`config.mk`:
```
export PLATFORM = sky130hd
export DESIGN_NAME = eccs_unit
export DESIGN_NICKNAME = d
export VERILOG_FILES = /design/src/rtl/eccs_pkg.sv /design/src/rtl/eccs_unit.sv
export SDC_FILE = /design/constraint.sdc
export NUM_CORES = 1
export LEC_CHECK = 0
export ABC_AREA = 1
export BUFFER_PORTS_ARGS = -buffer_cell sky130_fd_sc_hd__buf_2
export CAP_MARGIN = 20
export CORE_MARGIN = 2
export CORE_UTILIZATION = 61
export CTS_CLUSTER_DIAMETER = 120
export DETAILED_ROUTE_END_ITERATION = 7
export PLACE_DENSITY = 0.81
export SLEW_MARGIN = 5
export SYNTH_ARGS = -nofsm -noshare
export SYNTH_HDL_FRONTEND = slang
export SYNTH_SLANG_ARGS = --single-unit
```
`constraint.sdc`:
```
create_clock -name clk -period 7.1 [get_ports clk]
set_input_delay 0.355 -clock clk [delete_from_list [all_inputs] [get_ports clk]]
set_output_delay 0.355 -clock clk [all_outputs]
set_load 0.005 [all_outputs]
```
`src/rtl/eccs_pkg.sv`:
```
`timescale 1ns / 1ps
// ----------------------------------------------------------------------------
// eccs_pkg
// Shared types and constants for the enclosing circle centre search.
// ----------------------------------------------------------------------------
package eccs_pkg;
	localparam int COORD_W = 32;
	localparam int SQ_W    = 66;
	localparam int ROOT_W  = 33;
	localparam int PROD_W  = 64;

	localparam logic [0:0] REG_AREA_WIDTH  = 1'd0;
	localparam logic [0:0] REG_AREA_HEIGHT = 1'd1;

	typedef logic [COORD_W-1:0] coord_t;

	typedef struct packed {
		coord_t point_x;
		coord_t point_y;
		logic   last_point;
	} point_t;

	typedef struct packed {
		coord_t center_x;
		coord_t center_y;
		coord_t radius;
		logic   points_dropped;
	} result_t;

	// request to the shared sequential unit
	typedef struct packed {
		logic            start;
		logic            is_div;
		logic [SQ_W-1:0] opa;
		logic [PROD_W-1:0] opb;
	} unit_req_t;

	typedef struct packed {
		logic              done;
		logic [PROD_W-1:0] res;
	} unit_rsp_t;
endpackage

```
`src/rtl/eccs_unit.sv`:
```
`timescale 1ns / 1ps
// ----------------------------------------------------------------------------
// eccs_unit
// Shared iterative unit: 66-bit floor square root (two bits per cycle) or
// 64/64 restoring divide (one bit per cycle).
// ----------------------------------------------------------------------------
module eccs_unit (
	input  logic                clk,
	input  logic                arst_n,
	input  eccs_pkg::unit_req_t req,
	output eccs_pkg::unit_rsp_t rsp
);
	import eccs_pkg::*;

	logic              busy_q;
	logic              done_q;
	logic              div_q;
	logic [6:0]        cnt_q;
	logic [SQ_W-1:0]   num_q;
	logic [PROD_W-1:0] den_q;
	logic [PROD_W+1:0] rem_q;
	logic [PROD_W-1:0] root_q;
	logic [PROD_W+1:0] rem_sh;
	logic [PROD_W+1:0] trial;
	logic [PROD_W+1:0] drem;

	always_comb begin
		rem_sh = {rem_q[PROD_W-1:0], num_q[SQ_W-1:SQ_W-2]};
		trial  = {root_q, 2'b01};
		drem   = {rem_q[PROD_W:0], num_q[SQ_W-1]};
	end

	always_ff @(posedge clk or negedge arst_n) begin
		if (!arst_n) begin
			busy_q <= 1'b0;
			done_q <= 1'b0;
			cnt_q  <= '0;
		end else begin
			done_q <= 1'b0;
			if (req.start) begin
				busy_q <= 1'b1;
				div_q  <= req.is_div;
				num_q  <= req.opa;
				den_q  <= req.opb;
				rem_q  <= '0;
				root_q <= '0;
				cnt_q  <= req.is_div ? 7'd64 : 7'd33;
			end else if (busy_q) begin
				if (div_q) begin
					num_q <= {num_q[SQ_W-2:0], 1'b0};
					if (drem >= {2'b00, den_q}) begin
						rem_q  <= drem - {2'b00, den_q};
						root_q <= {root_q[PROD_W-2:0], 1'b1};
					end else begin
						rem_q  <= drem;
						root_q <= {root_q[PROD_W-2:0], 1'b0};
					end
				end else begin
					num_q <= {num_q[SQ_W-3:0], 2'b00};
					if (rem_sh >= trial) begin
						rem_q  <= rem_sh - trial;
						root_q <= {root_q[PROD_W-2:0], 1'b1};
					end else begin
						rem_q  <= rem_sh;
						root_q <= {root_q[PROD_W-2:0], 1'b0};
					end
				end
				cnt_q <= cnt_q - 7'd1;
				if (cnt_q == 7'd1) begin
					busy_q <= 1'b0;
					done_q <= 1'b1;
				end
			end
		end
	end

	// root_q holds the final value for as long as the unit stays idle
	assign rsp = {done_q, root_q};

`ifndef SYNTHESIS
	a_done_after_busy: assert property (@(posedge clk) disable iff (!arst_n)
		done_q |-> $past(busy_q)) else $error("unit done without work");
	a_start_idle: assert property (@(posedge clk) disable iff (!arst_n)
		req.start |-> !busy_q) else $error("unit started while busy");
	a_cnt_busy: assert property (@(posedge clk) disable iff (!arst_n)
		busy_q |-> cnt_q != 7'd0) else $error("unit count underflow");
`endif
endmodule

```
Word-level counts from Yosys, hierarchy flattened
Index checks and enable logic that the tools add are counted.
Widths: inputs -> output; s select.
{"block": "word_totals", "elab_cells": 37, "out_inout_bits": 65, "register_bits": 270}
{"block": "classes", "reduce_logical": 3, "eq_ne": 1, "magnitude_cmp": 2, "n_addsub": 3, "n_mux": 20}
{"op": "$mux 66", "n": 7}
{"op": "$ge 66x64->1", "n": 1}
{"op": "$ge 66x66->1", "n": 1}
{"op": "$sub 66x64->66", "n": 1}
{"op": "$sub 66x66->66", "n": 1}
{"op": "$mux 64", "n": 1}
{"op": "$mux 7", "n": 3}
{"op": "$mux 1", "n": 9}
{"op": "$eq 7x1->1 const B", "n": 1}
{"op": "$sub 7x1->7 const B", "n": 1}
{"op": "$reduce_and 2->1", "n": 2}
{"op": "$reduce_bool 2->1", "n": 1}

Longest topological paths before layout
{"block": "logic_depth", "depth_word": 4, "mapped_depth": 22, "ltp_nobuf": 22}

Worst setup path after synthesis
Ideal clock, no wire load.
{"block": "synth_path", "kind": "input port to flip-flop", "from": "in req[131] (netlist name)", "to": "reg num_q[0] (enable)", "setup_slack_ps": 2924, "required_time_ps": 6609, "setup_time_ps": 491, "stages": 4, "arrival_ps": 3686, "cell_sequence": "clkbuf_1 -> nor2_1 -> clkbuf_1 -> nor2_1"}
{"block": "synth_via", "elab_chain_cells": 2}
{"item": "start, declared", "line_no": "eccs_unit.sv:10", "text": "input eccs_pkg::unit_req_t req,"}
{"item": "$reduce_bool 2->1 (no line)"}
{"item": "$reduce_and 2->1 (no line)"}
{"item": "end signal, assigned", "line_no": "eccs_unit.sv:43", "text": "num_q <= req.opa;"}
{"item": "end signal, assigned", "line_no": "eccs_unit.sv:50", "text": "num_q <= {num_q[SQ_W-2:0], 1'b0};"}
{"item": "end signal, assigned", "line_no": "eccs_unit.sv:59", "text": "num_q <= {num_q[SQ_W-3:0], 2'b00};"}
{"item": "end, declared", "line_no": "eccs_unit.sv:19", "text": "logic [SQ_W-1:0] num_q;"}
No other way between the ends.
A chain may end at the register's enable or synchronous reset.

Worst setup path in the final report
{"block": "layout_path", "from": "reg num_q[65]", "to": "reg rem_q[5], data pin"}
{"block": "layout_via", "elab_chain_cells": 4, "word_cells_on_any_way": 8, "cone_classes": "add/sub (2); order compare (2); mux (4)"}
{"item": "$sub 66x66->66, or another cell as far along", "line_no": "eccs_unit.sv:61", "text": "rem_q <= rem_sh - trial;"}
{"item": "$mux 66, on equally long branches", "line_no": "eccs_unit.sv:60, eccs_unit.sv:51"}
{"item": "$mux 66 *", "line_no": "eccs_unit.sv:49", "text": "if (div_q) begin"}
{"item": "$mux 66 *", "line_no": "eccs_unit.sv:48", "text": "end else if (busy_q) begin"}
{"item": "end signal, assigned", "line_no": "eccs_unit.sv:52", "text": "rem_q <= drem - {2'b00, den_q};"}
{"item": "end signal, assigned", "line_no": "eccs_unit.sv:61"}
{"item": "end signal, assigned", "line_no": "eccs_unit.sv:64", "text": "rem_q <= rem_sh;"}
{"item": "end, declared", "line_no": "eccs_unit.sv:21", "text": "logic [PROD_W+1:0] rem_q;"}
Mark *: on every way between the ends. The rest lies on a longest branch, timed or not.

==> results.md <==
- Initial detailed-routing violation count: 3249
- Syn Nets: 4499
- Final TNS setup: 0 ns
- CTS buffer count: 31
- Routed metal-1 wirelength: 36400 um
- Number of core rows: 75
- Category of the most critical setup path: register to register
- HPWL reported at the end of detailed placement: 69900 um
- Synthesized flop and latch total: 269
- Minimum period implied by the final worst setup slack: 4.59 ns
- Final setup violation count: 0
- Horizontal die dimension: 209 um
- Period Utilization, post-route: 0.646
- H-tree depth: 1
- Starting utilization of the core area: 0.615
- Overall global routing resource usage: 0.399
- Internal power consumption: 3.91 mW
- Transition time at the pin with the least slew margin: 1.06 ns
- Number of routed nets with antenna violations: 0
- Num ports: 199
- Post-route total power: 7.12 mW
- Growth of design area from synthesis to finish: 11.6%
- Synthesized instance count: 4232
- Fin nets: 4710
- Most used cells in the layout excluding fill and tap cells: sky130_fd_sc_hd__nand2_1, sky130_fd_sc_hd__inv_1, sky130_fd_sc_hd__nor2_1
- Count of buffers added by post-CTS timing repair for setup: 0
- Largest buffer count on any clock path: 3
- Classification of the worst-slack hold path: input pin to register
- Worst Path Max Fanout: 54
- Place WS: 2.63 ns
- Clock-pin slew of the registers on the worst-case setup and hold paths: 0.06 ns
- Sequential area share after synthesis: 0.313
- Highest metal layer with signal wires: met4
- Overall die area: 43700 um2
- Sw Ratio: 0.451
- Timing-limited maximum frequency: 218 MHz
- Grt ovf: 0
- WL final: 88700 um
- Cts repair resizes: 0
- Wirelength per Cell: 17.7 um
- Final hold vios: 0
- Maximum capacitance violations: 0
- Hold buffer count at CTS: 66
- Master cell of the clock root buffer: sky130_fd_sc_hd__clkbuf_16
- Run status: finished, final reports clean
- Core region area: 41800 um2
- Total number of vias: 27400
- Largest net degree at the start of global routing: 77
- Layout Skew: 0.0117 ns
- Normalized max-slew margin: 0.294
- Fraction of power consumed by combinational cells: 0.478
- Crit path setup slack, layout: 2.51 ns
- Asr flop ratio synth: 0.0335
- Clock group share of total power: 0.220
- Register share of total power: 0.302
- DRC violations left: 0
- Number of warnings issued by yosys: 0
- Sinks on Clock Net: 269
- Post-Synthesis Mean Instance Area: 6.07 um2
- Final estimated routing congestion in global placement: 1.10
- Static leakage power: 16.2 nW
- CP endpoint kind: register
- Worst vdd rail ir drop: 214 uV
- Met3 wire length: 9620 um
- Met2 Wirelength: 37800 um
- Initial antenna violation count: 1
- Leading cell type in the layout, fill and taps excluded: sky130_fd_sc_hd__nand2_1
- First-pass DRT Iterations: 6
- Net switching power figure: 3.21 mW
- Clock latency of the later-clocked register in the worst-skew pair: 0.60 ns
- Via-per-instance ratio: 5.47
- Required time of the critical path: 7.57 ns
- Number of distinct library cell variants in the gate-level netlist after synthesis: 38
- Final design area excluding fillers: 28700 um2
- Netlist Area Pre-Place: 25700 um2
- Total power divided by cell area: 249 nW/um2
- Count of final max-slew check failures: 0
- Count of flip-flops with a built-in enable after synthesis: 260
- Final cell utilization of the core: 0.686
- Port Buffers: 198
- Placed cell area: 27000 um2
- Global-route wire length before repair: 136000 um
- Setup repair after global routing missed its margin: no
- Critical path startpoint category: register
- Fraction of final layout cells with drive strength greater than 1: 0.0676
- Commonest register cell after synthesis: sky130_fd_sc_hd__edfxtp_1
- Height of the chip: 209 um
- CTS tree: yes
- Data arrival, critical path: 5.06 ns
- Vias in the first global route: 25200
metal layers:
layer | GRT usage | vias to the layer above
met5 | 0 | -
met4 | 0.185 | 0
met3 | 0.0610 | 223
met2 | 0.620 | 1535
met1 | 0.551 | 12200
li1 | - | 13500
power groups by stage:
stage	logic [mW]	registers, mW	clock network (mW)
final	3.40	2.15	1.56
after CTS	3.29	2.14	1.56
after global placement	3.23	2.16	0
after global routing	3.76	2.17	1.62
after detailed placement	3.24	2.17	0
after floorplan	2.34	2.09	0
final timing paths:
kind                                 from  endpoint  slack, ns  cells past startpoint
worst min register to register   cnt_q[4]  cnt_q[4]       0.48                      1
min in group asynchronous          arst_n  cnt_q[1]       0.33                      2
max in group asynchronous          arst_n  cnt_q[6]       6.34                      2
worst max-delay path            num_q[65]  rem_q[5]       2.51                     18
worst max register to register  num_q[65]  rem_q[5]       2.51                     18
worst min-delay path              req[64]  num_q[0]       0.02                      3
Yosys cell counts (19+ instances only):
cell,instances,area share
sky130_fd_sc_hd__a21oi_1,228,0.044
sky130_fd_sc_hd__clkbuf_1,68,0.0099
sky130_fd_sc_hd__edfxtp_1,260,0.30
sky130_fd_sc_hd__ha_1,132,0.064
sky130_fd_sc_hd__inv_1,824,0.12
sky130_fd_sc_hd__nand2_1,1764,0.26
sky130_fd_sc_hd__nand3_1,158,0.031
sky130_fd_sc_hd__nand3b_1,19,0.0056
sky130_fd_sc_hd__nand4_1,69,0.017
sky130_fd_sc_hd__nor2_1,407,0.060
sky130_fd_sc_hd__nor3_1,31,0.0060
sky130_fd_sc_hd__o21ai_0,23,0.0045
sky130_fd_sc_hd__o22ai_1,65,0.016
sky130_fd_sc_hd__xnor2_1,27,0.0092
sky130_fd_sc_hd__xor2_1,43,0.015
state kept, by name, summed over array words and instances, names as in the netlist:
register / flops
done_q: 1
div_q: 1
den_q: 64
root_q: 64
busy_q: 1
rem_q: 65
num_q: 66
cnt_q: 7
metrics by stage:
stage,hold WS [ns],cells
floorplan,0.0594,4232
global placement,0.379,4883
detailed placement,0.388,4883
CTS,0.00518,5007
global route,0.0188,5008
finish,0.0188,5008
cell families (layout without fill, tap and decap cells):
family                   after synthesis  count (layout)  share of synthesized area
AO/OA/AOI/OAI                        333             333                     0.0698
XOR/XNOR                              70              70                     0.0239
adder cells (fa/ha/maj)              133             133                     0.0651
buffers and inverters                940            1176                      0.140
flip-flops                           269             269                      0.313
other                                  0               1                          0
AND/OR/NAND/NOR                     2487            2487                      0.388
worst max-delay path: stages (launching register included):
cell and delay [ns]:
sky130_fd_sc_hd__edfxtp_1 0.40, sky130_fd_sc_hd__inv_1 0.30, sky130_fd_sc_hd__ha_1 0.27, sky130_fd_sc_hd__fa_1 0.25, sky130_fd_sc_hd__inv_1 0.07, sky130_fd_sc_hd__nand3_1 0.09, sky130_fd_sc_hd__nand3_2 0.11, sky130_fd_sc_hd__nand2_1 0.07
sky130_fd_sc_hd__nand2_1 0.10, sky130_fd_sc_hd__nand2_1 0.11, sky130_fd_sc_hd__nand2_1 0.08, sky130_fd_sc_hd__nand2_2 0.06, sky130_fd_sc_hd__buf_4 0.44, sky130_fd_sc_hd__nand3_2 0.76, sky130_fd_sc_hd__nor2_1 0.92, sky130_fd_sc_hd__nand2_1 0.11
sky130_fd_sc_hd__nand3_1 0.13, sky130_fd_sc_hd__nand2_1 0.07, sky130_fd_sc_hd__nand2_1 0.09
final cells by class:
cell class / count / area, um2
diodes: 1 / 2.50
well taps: 539 / 674
repair buffers: 282 / 1790
clock buffers: 40 / 810
inverters: 836 / 3140
fillers: 3845 / 13100
multi-input cells: 3023 / 14100
flip-flops and latches: 269 / 8030
clock inverters: 18 / 149
(Power assumes the default switching activity.)
